File: config.mk
export PLATFORM = sky130hd
export DESIGN_NAME = qbts_div
export DESIGN_NICKNAME = d
export VERILOG_FILES = /design/src/hw/rtl/quasilinear_bvp_tridiagonal_solver_defines.svh /design/src/hw/rtl/qbts_div.sv
export SDC_FILE = /design/constraint.sdc
export NUM_CORES = 1
export LEC_CHECK = 0
export ABC_AREA = 1
export CAP_MARGIN = 20
export CORE_MARGIN = 1
export CORE_UTILIZATION = 54
export CTS_CLUSTER_DIAMETER = 150
export CTS_CLUSTER_SIZE = 28
export DETAILED_ROUTE_END_ITERATION = 10
export DONT_BUFFER_PORTS = 1
export PLACE_DENSITY = 0.69
export SETUP_SLACK_MARGIN = 0.05
export SYNTH_ARGS = -nofsm -noshare
export SYNTH_HDL_FRONTEND = slang
export SYNTH_SLANG_ARGS = --single-unit
File: constraint.sdc
create_clock -name clk_i -period 4.6 [get_ports clk_i]
set_clock_uncertainty 0.2 [all_clocks]
set_input_delay 0.23 -clock clk_i [delete_from_list [all_inputs] [get_ports clk_i]]
set_output_delay 0.23 -clock clk_i [all_outputs]
set_load 0.02 [all_outputs]
File: src/hw/rtl/quasilinear_bvp_tridiagonal_solver_defines.svh
// Assertion macros shared by the solver RTL.
// Depends on nothing; files that assert include it by name.
`ifndef QUASILINEAR_BVP_TRIDIAGONAL_SOLVER_DEFINES_SVH
`define QUASILINEAR_BVP_TRIDIAGONAL_SOLVER_DEFINES_SVH

// Property that must hold at every clock edge out of reset
`define QBTS_ASSERT(lbl, prop, msg) \
  lbl: assert property (@(posedge clk_i) disable iff (!rst_ni) (prop)) else $error(msg);

// Condition in one cycle implies a condition in the next
`define QBTS_ASSERT_NEXT(lbl, ante, cons, msg) \
  lbl: assert property (@(posedge clk_i) disable iff (!rst_ni) (ante) |=> (cons)) \
    else $error(msg);

`endif

File: src/hw/rtl/qbts_div.sv
// Iterative signed divider, two quotient bits per cycle, truncating toward zero.
// Depends on nothing; used by the solver top level.
`timescale 1ns / 1ps

module qbts_div (
  input  logic               clk_i,
  input  logic               rst_ni,
  input  logic               start_i,
  input  logic signed [49:0] num_i,
  input  logic signed [32:0] den_i,
  output logic               done_o,
  output logic signed [50:0] quot_o
);

  localparam int NumW  = 50;
  localparam int Steps = NumW / 2;
  localparam int CntW  = $clog2(Steps);

  logic            busy_q, done_q, neg_q;
  logic [CntW-1:0] cnt_q;
  logic [32:0]     den_q, rem_q, rem_d;
  logic [NumW-1:0] quo_q, quo_d;

  // Two restoring steps per cycle
  always_comb begin
    logic [33:0] t;
    rem_d = rem_q;
    quo_d = quo_q;
    for (int k = 0; k < 2; k++) begin
      t = {rem_d, quo_d[NumW-1]};
      quo_d = {quo_d[NumW-2:0], 1'b0};
      if (t >= {1'b0, den_q}) begin
        t = t - {1'b0, den_q};
        quo_d[0] = 1'b1;
      end
      rem_d = t[32:0];
    end
  end

  // Control
  always_ff @(posedge clk_i or negedge rst_ni) begin
    if (!rst_ni) begin
      busy_q <= 1'b0;
      done_q <= 1'b0;
      cnt_q  <= '0;
    end else begin
      done_q <= 1'b0;
      if (start_i) begin
        busy_q <= 1'b1;
        cnt_q  <= CntW'(Steps - 1);
      end else if (busy_q) begin
        cnt_q <= cnt_q - 1'b1;
        if (cnt_q == '0) begin
          busy_q <= 1'b0;
          done_q <= 1'b1;
        end
      end
    end
  end

  // Datapath
  always_ff @(posedge clk_i) begin
    if (start_i) begin
      neg_q <= num_i[49] ^ den_i[32];
      quo_q <= num_i[49] ? NumW'(-num_i) : NumW'(num_i);
      den_q <= den_i[32] ? 33'(-den_i) : 33'(den_i);
      rem_q <= '0;
    end else if (busy_q) begin
      quo_q <= quo_d;
      rem_q <= rem_d;
    end
  end

  assign done_o = done_q;
  assign quot_o = neg_q ? -$signed({1'b0, quo_q}) : $signed({1'b0, quo_q});

endmodule

======== Word level (Yosys, flattened, before mapping) ========
Cells that the tools add are included.
cells by class
  multiplexer cells ....................... 17
  $lt $le $gt $ge ......................... 2
  reduce and logical (&&, ||, !) cells .... 2
  bitwise operators ....................... 1
  add/sub/neg operators ................... 6
operator list
  cell                                              number
  two-way mux 50 bit                                3
  greater-or-equal comparator 34 x 33 -> 1 bit      2
  two-way mux 33 bit                                2
  subtractor 33 bit                                 2
  two-way mux 51 bit                                1
  negation 50 -> 51 bit                             1
  negation 50 bit                                   1
  negation 33 bit                                   1
  two-way mux 32 bit                                1
  two-way mux 5 bit                                 2
  two-way mux 1 bit                                 8
  logical NOT 5 bit                                 1
  subtractor 5 x 1 -> 5 bit, second input constant  1
  nonzero test 2 bit                                1
  bitwise XOR 1 bit                                 1
word-level totals
  input bits .............................. 86
  bits in registers ....................... 124
  output and inout port bits .............. 52

======== Depth between registers and ports, before layout ========
Gate-level depths: netlist of the first run.
  depth in word-level cells ............... 6
  mapped depth ............................ 33
  depth with buffers taken out ............ 31

======== Worst setup path before layout of the first run ========
No wires, ideal clock.
  path kind ............................... register to register
  start ................................... reg quo_q[49]
  end ..................................... reg quo_q[0] (data pin)
  required time ........................... 4133 ps
  setup slack ............................. 444 ps
  arrival ................................. 3689 ps
  setup time .............................. 267 ps
  buffers on the path ..................... 2
  cell stages (with the launch flop) ...... 30
  cells stage by stage .................... edfxtp_1 -> inv_1 -> ha_1 -> inv_1 -> fa_1 -> nand3_1 -> nand3_1 -> nand2_1 -> nand3_2 -> nand2_2 -> nand2_4 -> buf_2 -> o21ai_1 -> inv_1 -> fa_1 -> nand3_1 -> nand3_1 -> nand2_1 -> nand2_1 -> nand2_1 -> nand2_1 -> nand2_1 -> nand2_1 -> nand2_1 -> nand2_1 -> nand2_2 -> nand3_4 -> buf_4 -> nand2_1 -> o21ai_0
between the ends
  longest elaborated chain between the ends .. 6
  elaborated cells on any way between the ends .. 7
  those cells by class .................... add/sub (1); order compare (2); mux (4)
RTL lines
  what                                                                               line                            RTL
  from (decl)                                                                        qbts_div.sv:22                  logic [NumW-1:0] quo_q, quo_d;
  from (signal assigned)                                                             qbts_div.sv:65                  quo_q <= num_i[49] ? NumW'(-num_i) : NumW'(num_i);
  from (signal assigned)                                                             qbts_div.sv:69                  quo_q <= quo_d;
  subtractor 33 bit or greater-or-equal comparator 34 x 33 -> 1 bit (tied branches)  qbts_div.sv:33, qbts_div.sv:32
  two-way mux 33 bit (*)                                                             qbts_div.sv:32                  if (t >= {1'b0, den_q}) begin
  greater-or-equal comparator 34 x 33 -> 1 bit (*)                                   qbts_div.sv:32
  two-way mux 1 bit (*)                                                              qbts_div.sv:32
  two-way mux 50 bit (*)                                                             qbts_div.sv:68                  end else if (busy_q) begin
  two-way mux 50 bit (*)                                                             qbts_div.sv:63                  if (start_i) begin
Mark *: on every way between the ends. The rest lies on a longest branch, timed or not. The select of a mux whose other input is x is not followed.
A chain may end at the register's enable or synchronous reset.

======== Worst setup path in the final report of the first run ========
  start ................................... reg quo_q[49]
  end ..................................... reg rem_q[9]
between the ends
  longest elaborated chain between the ends .. 4
  elaborated cells on any way between the ends .. 6
  those cells by class .................... add/sub (2); order compare (2); mux (2)
RTL lines
  what                                                                               line                            RTL
  subtractor 33 bit or greater-or-equal comparator 34 x 33 -> 1 bit (tied branches)  qbts_div.sv:33, qbts_div.sv:32
  two-way mux 33 bit (*)                                                             qbts_div.sv:32
  subtractor 33 bit or greater-or-equal comparator 34 x 33 -> 1 bit (tied branches)  qbts_div.sv:33, qbts_div.sv:32
  two-way mux 33 bit (*)                                                             qbts_div.sv:32
  to (signal assigned)                                                               qbts_div.sv:70                  rem_q <= rem_d;
  to (decl)                                                                          qbts_div.sv:21                  logic [32:0] den_q, rem_q, rem_d;
Mark *: on every way between the ends. The rest lies on a longest branch, timed or not.

==> results.json, run 1 <==
{
  "status": "finished, violations left",
  "violations": "hold timing",
  "hold_violations": 1,
  "grt_remaining_overflow": 0,
  "finalCritPeriodShare_pct": 96.5,
  "fp-row-count": 57,
  "clk_path_buf_depth": 2,
  "grt_pass1_vias": 14700,
  "internal_power_mw": 6.29,
  "finalSetupTns_ns": 0,
  "synth_top_area_cell": "edfxtp_1",
  "pwr-share-comb_pct": 76.4,
  "yosys_warnings": 0,
  "cts_tree": "yes",
  "crit_arrival_ns": 4.56,
  "synth_cells": 2196,
  "wl_per_cell_um": 18.6,
  "setup_viol": 0,
  "worst_path_most_repeated_cell": "nand2_1",
  "end_kind": "flop",
  "synth_common_cells": "nand2_1 (647), inv_1 (353), nor2_1 (212), nand3_1 (168), xor2_1 (103)",
  "rsz0062_at_grt": "yes",
  "dr.pass1.iters": 8,
  "sw_frac_of_total_pct": 52.0,
  "n_antenna_cell": 0,
  "avgViaCountPerCell": 5.65,
  "met3_usage_pct": 7.16,
  "cp_max_fo": 15,
  "synth_most_common_cell": "nand2_1",
  "cts.sinks": 124,
  "clkPwrFrac_pct": 10.4,
  "initial_utilization_pct": 55.8,
  "gp_congestion": 1.00,
  "crit_type": "flop to flop",
  "p_per_area_nw_per_um2": 762,
  "area_growth_pct": 25.3,
  "core_sq_um": 24600,
  "synth_async_sr_flop_share_pct": 5.65,
  "fin_crit_ns": 4.44,
  "finalMaxSlewViolations": 0,
  "hp-class": "input pin to flop",
  "drive_above_1_share_pct": 13.0,
  "die-area_sq_um": 26000,
  "yosys-top-cells-area": "edfxtp_1 (18%), nand2_1 (18%), inv_1 (9.7%), xor2_1 (6.6%), ha_1 (6.5%)",
  "post_synth_num_cell_types": 55,
  "numCtsBuffers": 17,
  "clk_latency_ns": 0.44,
  "n_fill_cell": 2113,
  "switching_power_mw": 6.81,
  "slowest_stage": "fa_2",
  "cpPeakStageDelay_ns": 0.42,
  "pwr-share-seq_pct": 13.2,
  "synth_seq_area_share_pct": 24.5,
  "netlist_area_sq_um": 13700,
  "antenna_found_initial": 0,
  "leakagePower_nw": 8.23,
  "final_antenna_net_count": 0,
  "hpwl_um": 37200,
  "numPortBuffers": 0,
  "cts.clk_slew.worst_paths_ns": 0.06,
  "grt_pass1_wl_um": 75600,
  "vias": 15400,
  "grt.total_usage_pct": 37.2,
  "yosys_register_bits": 124,
  "route.detailed.drc": 0,
  "holdWs_ns": -0.00798,
  "final_nets": 2547,
  "ios": 138,
  "h-tree-depth": 4,
  "grt-busiest-layer": "met2",
  "p_total_mw": 13.1,
  "drt-initial-drc-count": 1455,
  "vdd_drop_max_uv": 422,
  "worst_pin_slew_ns": 1.09,
  "finalWirelength_um": 50700,
  "use_met1_pct": 44.1,
  "maxCapViolCount": 0,
  "multi_input_area_sq_um": 9470,
  "synth_nets": 2355,
  "grt_util_met2_pct": 64.8,
  "worst_slack_ns": 0.160,
  "cp-start-kind": "flop",
  "cp_num_buf_inv": 5,
  "crit_family": "simple AND/OR/NAND/NOR gates",
  "r2r_setup_slack_ns": 0.16,
  "fmax_mhz": 225,
  "seqCellArea_sq_um": 3360,
  "yosys_most_used_dff": "edfxtp_1",
  "pre_cts_ws_ns": 0.00542,
  "synth_edf_count": 84,
  "fp.dieH_um": 161,
  "cp.required_ns": 4.72,
  "avgSynthCellArea_sq_um": 6.25,
  "grt_max_degree": 83,
  "yosys.area.top_type_share_pct": 18.4,
  "clockRootBuffer": "clkbuf_16",
  "relSlewSlack_pct": 27.3,
  "die_w_um": 161
}
-- layout make-up --
type | count | share of cell area (%)
multi-input cells | 1663 | 55.1
well taps | 324 | 2.36
clock buffers | 18 | 2.50
repair buffers | 220 | 11.7
flip-flops and latches | 124 | 19.5
inverters | 362 | 7.93
clock inverters | 14 | 0.851
-- through the flow --
| stage | util [%] | cell area [sq um] | instances |
|---|---|---|---|
| 3_3_place_gp | 59.5 | 14700 | 2568 |
| 5_1_grt | 69.9 | 17200 | 2725 |
| 2_1_floorplan | - | 13700 | 2196 |
| 4_1_cts | 66.5 | 16400 | 2711 |
| 3_5_place_dp | 59.5 | 14700 | 2568 |
| 6_report | 69.9 | 17200 | 2725 |
-- timing repair --
| action | CTS | global route |
|---|---|---|
| hold buffers | 111 | 2 |
| hold endpoints to repair | 123 | 34 |
| pin swaps | 0 | 13 |
| gates resized for setup | 10 | 129 |
| endpoints found under the setup margin | 32 | 34 |
| setup buffers | 0 | 9 |
| cloned | 0 | 3 |
-- layout by cell type, fill, tap and decap left out, types with 33 or more instances in the layout --
master / synthesis / routed
xor2_1: 103 / 103
dlygate4sd3_1: 0 / 112
buf_4: 8 / 100
nor2_1: 212 / 194
xnor2_1: 46 / 46
nand2_1: 647 / 633
nor3_1: 46 / 44
edfxtp_1: 84 / 84
inv_1: 353 / 343
nand4_1: 33 / 33
ha_1: 71 / 39
dfxtp_1: 33 / 33
o21ai_0: 98 / 90
a21oi_1: 68 / 63
nand3_1: 168 / 164
-- routing by layer --
metal	part of all wire [%]	routed length, um
met5	0	0
met3	7.6	3880
met1	39	19700
met2	49	24800
met4	4.6	2320
-- state kept, by name, indices dropped and copies added, names as in the netlist --
register  count
den_q        33
busy_q        1
cnt_q         5
neg_q         1
quo_q        50
done_o        1
rem_q        33
-- worst reg2reg max path, cell delays in order, from the launching register on --
cell and delay (ns):
edfxtp_1 0.39, inv_1 0.10, ha_2 0.18, inv_1 0.08, fa_2 0.42, nand3_2 0.11, nand3_2 0.11, nand2_2 0.10
nand3_2 0.10, nand2_4 0.19, nand2_4 0.09, buf_4 0.15, o21ai_2 0.14, inv_1 0.07, ha_1 0.34, nand2_1 0.11
nor2_2 0.16, nand2_1 0.11, nor2_2 0.18, nand4_1 0.11, o21a_1 0.18, nand2_1 0.10, nand2_2 0.10, nand3_4 0.11
buf_12 0.16, nand2_1 0.09, nand3_1 0.08, nand2_1 0.05
-- power by group through the flow --
stage               sequential, mW  combinational (mW)  clock, mW
detailed placement            1.70                8.47          0
global route                  1.75                10.9       1.40
CTS                           1.68                8.70       1.36
finish                        1.73                10.0       1.36
global placement              1.69                8.38          0
floorplan                     1.62                5.85          0
-- kinds of logic after synthesis --
family,count (synthesis),share of synthesized area [%]
AOI/OAI and AO/OA,242,9.69
buffers and inverters,411,11.7
xor gates and xnor gates,149,9.51
DFF,124,24.5
and+or+nand+nor,1197,37.9
adders and majority gates,73,6.77
-- worst paths after layout --
check,cells past startpoint,startpoint,endpoint
max in group asynchronous,2,rst_ni,busy_q
min in group asynchronous,2,rst_ni,cnt_q[4]
max reg2reg,27,quo_q[49],rem_q[9]
max,27,quo_q[49],rem_q[9]
min reg2reg,2,rem_q[24],rem_q[24]
min,3,num_i[49],quo_q[11]
Power figures use the tool's default switching activity.
==> inputs of run 2 (changes only) <==
--- a/config.mk
+++ b/config.mk
@@ -8,12 +8,11 @@
 export ABC_AREA = 1
 export CAP_MARGIN = 20
 export CORE_MARGIN = 1
-export CORE_UTILIZATION = 54
+export CORE_UTILIZATION = 50
 export CTS_CLUSTER_DIAMETER = 150
 export CTS_CLUSTER_SIZE = 28
 export DETAILED_ROUTE_END_ITERATION = 10
 export DONT_BUFFER_PORTS = 1
-export PLACE_DENSITY = 0.69
 export SETUP_SLACK_MARGIN = 0.05
 export SYNTH_ARGS = -nofsm -noshare
 export SYNTH_HDL_FRONTEND = slang
==> results.json, run 2 (same netlist as run 1, synthesis figures left out) <==
{
  "status": "finished, violations left",
  "violations": "hold timing",
  "crit_start": "den_q[5]",
  "grt_pass1_vias": 14600,
  "hpwl_um": 38200,
  "fp.dieH_um": 168,
  "holdWs_ns": -0.00602,
  "hold_violations": 1,
  "drt-initial-drc-count": 1104,
  "fmax_mhz": 226,
  "antenna_found_initial": 0,
  "leakagePower_nw": 8.64,
  "min-delay-start": "num_i[49]",
  "regMostFlops": "quo_q",
  "vias": 15400,
  "wl_per_cell_um": 18.0,
  "worst_path_most_repeated_cell": "nand2_1",
  "clk_path_buf_depth": 2,
  "end_kind": "flop",
  "die_w_um": 168,
  "fin_crit_ns": 4.43,
  "avgViaCountPerCell": 5.49,
  "slowest_stage": "edfxtp_1",
  "worst_slack_ns": 0.170,
  "setup_viol": 0,
  "ios": 138,
  "route.detailed.drc": 0,
  "grt.total_usage_pct": 34.9,
  "pre_cts_ws_ns": -0.190,
  "core_sq_um": 27000,
  "initial_utilization_pct": 50.9,
  "maxCapViolCount": 0,
  "finalCritPeriodShare_pct": 96.3,
  "finalSetupTns_ns": 0,
  "cts.sinks": 124,
  "reg.largest.list": "quo_q (50), den_q (33), rem_q (33)",
  "seqCellArea_sq_um": 3360,
  "area_growth_pct": 30.0,
  "relSlewSlack_pct": 33.3,
  "mostFrequentLayoutCells": "nand2_1 (610), inv_1 (327), nor2_1 (193), buf_4 (182), nand3_1 (158)",
  "largest_register_ffs": 50,
  "crit_type": "flop to flop",
  "clockRootBuffer": "clkbuf_16",
  "final_nets": 2614,
  "numCtsBuffers": 17,
  "cp_max_fo": 7,
  "gp_congestion": 0.982,
  "cts.clk_slew.worst_paths_ns": 0.07,
  "h-tree-depth": 4,
  "grt_max_degree": 79,
  "die-area_sq_um": 28100,
  "n_fill_cell": 2447,
  "dr.pass1.iters": 6,
  "multi_input_area_sq_um": 9560,
  "finalWirelength_um": 50400,
  "cts_tree": "yes",
  "p_total_mw": 14.1,
  "worst_pin_slew_ns": 0.997,
  "timing.rr.start": "den_q[5]",
  "p_per_area_nw_per_um2": 788,
  "clk_latency_ns": 0.43,
  "n_antenna_cell": 0,
  "cp.required_ns": 4.56,
  "vdd_drop_max_uv": 367,
  "fp-row-count": 60,
  "drive_above_1_share_pct": 17.9,
  "layout_commonest_cell": "nand2_1",
  "grt_pass1_wl_um": 76200,
  "cpPeakStageDelay_ns": 0.37,
  "crit_arrival_ns": 4.39,
  "final_antenna_net_count": 0,
  "hp-class": "input pin to flop",
  "cp-start-kind": "flop",
  "finalMaxSlewViolations": 0,
  "numPortBuffers": 0,
  "rsz0062_at_grt": "yes",
  "grt_remaining_overflow": 0
}
[run 2: changes by cell type in the layout (fill, tap and decap cells not counted), moves of 5 or more]
cell / delta
buf_4: +82
buf_6: +5
dlygate4sd3_1: -20
ha_1: +10
ha_4: -10
inv_1: -16
inv_2: +16
nand2_1: -23
nand2_2: +20
nand3_1: -6
[run 2: layout make-up]
cell class,count,area share [%]
clock inverters,13,1.07
clock buffers,19,2.43
inverters,362,7.63
flip-flops and latches,124,18.8
well taps,341,2.39
multi-input cells,1663,53.6
repair buffers,287,14.1
[run 2: metrics by stage]
step | util [%] | hold WS (ns) | cells | instance area, sq um
floorplan | - | -0.266 | 2196 | 13700
finish | 66.2 | -0.00602 | 2809 | 17800
detailed placement | 56.6 | -0.265 | 2664 | 15300
global route | 66.2 | 0.0132 | 2809 | 17800
global placement | 56.6 | -0.265 | 2664 | 15300
CTS | 62.7 | 0.000438 | 2790 | 16900
[run 2: power by group]
part | switching [mW] | total [mW] | internal (mW)
logic | 6.23 | 10.9 | 4.65
registers | 0.246 | 1.72 | 1.47
clock network | 0.552 | 1.46 | 0.910
total | 7.02 | 14.1 | 7.03
[run 2: layer usage]
layer	share of wire, %	vias up	global-route usage [%]
met4	4.6	0	15.7
met3	5.9	129	5.60
met1	41	7135	42.0
met5	0	-	0
li1	-	7584	-
met2	48	578	60.9
[run 2: what timing repair did]
action	in CTS	in global routing
setup buffers	2	13
gates cloned	1	4
endpoints found under the setup margin	34	34
resized for setup	25	172
hold buffers	91	2
endpoints found under the hold margin	120	2
pin swaps	5	36
[run 2: worst paths after layout]
check	to	slack [ns]	cells after the start
min in group asynchronous	busy_q	0.48	2
worst max register to register	quo_q[0]	0.17	31
worst min-delay path	quo_q[38]	-0.006	3
worst max-delay path	quo_q[0]	0.17	31
worst min register to register	rem_q[23]	0.28	2
max in group asynchronous	cnt_q[1]	3.46	2
[run 2: worst max-delay path: cells and delay by family, from the launching register on]
kind	cells	cell delay [ns]
AOI/OAI and AO/OA	2	0.22
and+or+nand+nor	22	2.07
buffers and inverters	5	0.63
DFF	1	0.37
adders and majority gates	2	0.65
==> inputs of run 3 (changes only) <==
--- a/config.mk
+++ b/config.mk
@@ -5,7 +5,6 @@
 export SDC_FILE = /design/constraint.sdc
 export NUM_CORES = 1
 export LEC_CHECK = 0
-export ABC_AREA = 1
 export CAP_MARGIN = 20
 export CORE_MARGIN = 1
 export CORE_UTILIZATION = 50
@@ -13,6 +12,7 @@
 export CTS_CLUSTER_SIZE = 28
 export DETAILED_ROUTE_END_ITERATION = 10
 export DONT_BUFFER_PORTS = 1
+export REMOVE_ABC_BUFFERS = 1
 export SETUP_SLACK_MARGIN = 0.05
 export SYNTH_ARGS = -nofsm -noshare
 export SYNTH_HDL_FRONTEND = slang
==> results.json, run 3 <==
{
  "synthAdderAreaFrac_pct": 8.31,
  "route.detailed.drc": 0,
  "drive_above_1_share_pct": 28.1,
  "synth_top_family_by_area": "compound AO/OA/AOI/OAI gates",
  "violations": "setup timing",
  "numPortBuffers": 0,
  "yosys_warnings": 0,
  "pre_cts_ws_ns": -1.43,
  "fin_area_sq_um": 16300,
  "grt_util_met2_pct": 58.1,
  "finalMaxSlewViolations": 0,
  "rsz0062_at_grt": "yes",
  "finalWirelength_um": 37800,
  "regMostFlops": "quo_q",
  "synth_top_area_cell": "edfxtp_1",
  "avgSynthCellArea_sq_um": 8.48,
  "yosys_register_bits": 124,
  "area_growth_pct": 46.2,
  "yosys_most_used_dff": "edfxtp_1",
  "yosys-top-cells-area": "edfxtp_1 (23%), xnor2_1 (8.2%), ha_1 (8.0%), xor2_1 (6.0%), dfxtp_1 (5.9%)",
  "p_per_area_nw_per_um2": 696,
  "synth_cells": 1318,
  "leakagePower_nw": 7.01,
  "r2r_setup_slack_ns": -0.97,
  "hp-class": "input pin to flop",
  "post_synth_num_cell_types": 80,
  "holdWs_ns": 0.0175,
  "gp_congestion": 0.899,
  "clk_latency_ns": 0.43,
  "drt-initial-drc-count": 648,
  "muxShareOfSynthArea_pct": 2.81,
  "mostFrequentLayoutCells": "buf_4 (315), nand2_1 (118), nor2_1 (114), dlygate4sd3_1 (108), a21oi_1 (103)",
  "avgViaCountPerCell": 5.85,
  "die_w_um": 151,
  "fp-row-count": 54,
  "hpwl_um": 24400,
  "place_area_sq_um": 13400,
  "initial_utilization_pct": 51.0,
  "clockRootBuffer": "clkbuf_16",
  "worst_pin_slew_ns": 1.06,
  "grt_pass1_wl_um": 58800,
  "finalCritPeriodShare_pct": 121,
  "synth_seq_area_share_pct": 30.1,
  "yosys.area.top_type_share_pct": 22.6,
  "grt-busiest-layer": "met2",
  "worst_path_most_repeated_cell": "buf_6",
  "r2r_cells": 23,
  "wl_per_cell_um": 18.7,
  "relSlewSlack_pct": 29.1,
  "h-tree-depth": 4,
  "largest_register_ffs": 50,
  "fin_crit_ns": 5.57,
  "ios": 138,
  "grt_max_degree": 160,
  "end_kind": "flop",
  "synth_compound_area_share_pct": 22.6,
  "layout.cells.non_filler": 2018,
  "cp-start-kind": "flop",
  "cts.sinks": 124,
  "met3_usage_pct": 6.89,
  "antenna_found_initial": 0,
  "synth-simple-area-share_pct": 17.4,
  "placedCellCount": 1825,
  "crit_type": "flop to flop",
  "netlist_area_sq_um": 11200,
  "reg.largest.list": "quo_q (50), den_q (33), rem_q (33)",
  "use_met1_pct": 39.3,
  "cp.required_ns": 4.72,
  "p_total_mw": 11.4,
  "core_sq_um": 21900,
  "layout_commonest_cell": "buf_4",
  "setup_viol": 34,
  "synthXorXnorAreaFrac_pct": 14.2,
  "cts_tree": "yes",
  "die-area_sq_um": 22900,
  "crit_arrival_ns": 5.69,
  "final_nets": 1884,
  "worst_slack_ns": -0.973,
  "synth_async_sr_flop_share_pct": 5.65,
  "clk_path_buf_depth": 2,
  "vias": 11800,
  "cts.clk_slew.worst_paths_ns": 0.07,
  "synth_edf_count": 84,
  "vdd_drop_max_uv": 478,
  "status": "finished, violations left",
  "dr.pass1.iters": 5,
  "n_antenna_cell": 0,
  "grt_pass1_vias": 11800,
  "synth_most_common_cell": "nand2_1",
  "grt.total_usage_pct": 32.8,
  "hold_depth": 3,
  "grt_remaining_overflow": 0,
  "hold_violations": 0,
  "worstPathCellList": "inv_1 > ha_1 > a211oi_1 > o21bai_1 > a32oi_1 > nand3_4 > a311oi_4 > buf_6 > mux2_4 > ha_4 > a21o_1 > a221o_1 > a32o_2 > a211oi_2 > o21ai_2 > a21boi_4 > o2bb2ai_2 > o211a_4 > buf_4 > buf_6 > buf_16 > a31oi_1 > o211a_1",
  "numCtsBuffers": 17,
  "slowest_stage": "a32oi_1",
  "cpPeakStageDelay_ns": 0.45,
  "maxCapViolCount": 0,
  "fp.dieH_um": 151,
  "cp_max_fo": 9,
  "fmax_mhz": 179,
  "synth_common_cells": "nand2_1 (122), nor2_1 (117), a21oi_1 (107), xnor2_1 (105), o21ai_0 (102)",
  "final_antenna_net_count": 0
}
## run 3: area by class of cell
cell class	count	area [sq um]
clock buffer	17	425
inverter	67	251
tap	280	350
clock inverter	15	146
multi-input combinational	1070	7980
timing repair buffer	445	3820
fill	1595	5560
sequential	124	3360
## run 3: critical path, delay by kind of cell (launching register included)
family,cells,cell delay [ns]
compound gates,14,3.26
flops,1,0.37
fa+ha+maj,2,0.50
buf+inv,5,0.64
mux,1,0.33
simple gates,1,0.15
## run 3: metrics by stage
step	TNS, ns	util, %
after detailed placement	-46.26	61.3
after CTS	-26.26	72.2
final	-30.90	74.6
after global routing	-38.04	74.6
after floorplan	-203.91	-
after global placement	-43.00	61.3
## run 3: logic make-up (layout without fill, tap and decap cells)
kind of cell,count (synthesis),in the layout
AO/OA/AOI/OAI,390,390
multiplexers,31,31
adder cells (fa/ha/maj),73,73
flip-flops,124,124
buffers and inverters,124,544
XOR/XNOR,181,181
AND/OR/NAND/NOR,395,395
## run 3: path summary, 6_finish.rpt
kind,startpoint,end
max,den_q[7],rem_q[31]
min,num_i[49],quo_q[3]
max reg2reg,den_q[7],rem_q[31]
min reg2reg,cnt_q[4],cnt_q[4]
max in group asynchronous,rst_ni,busy_q
min in group asynchronous,rst_ni,cnt_q[0]
## run 3: what timing repair did
action / CTS / global route
cloned: 3 / 1
setup endpoints to repair: 43 / 43
setup buffers: 21 / 29
hold buffers: 110 / 0
gates resized for setup: 93 / 77
pin swaps: 60 / 27
endpoints found under the hold margin: 167 / 0
## run 3: power by group
| group | switching (mW) | leakage [nW] | internal [mW] |
|---|---|---|---|
| logic | 3.98 | 5.53 | 4.40 |
| clock network | 0.628 | 0.282 | 0.722 |
| registers | 0.185 | 1.20 | 1.45 |
| total | 4.79 | 7.01 | 6.57 |
## run 3: per-layer routing
layer  up-vias  routed length, um
met5         -                  0
met4         0                909
met3        78               2230
met2       382              19200
met1      5661              15500
li1       5680                  -
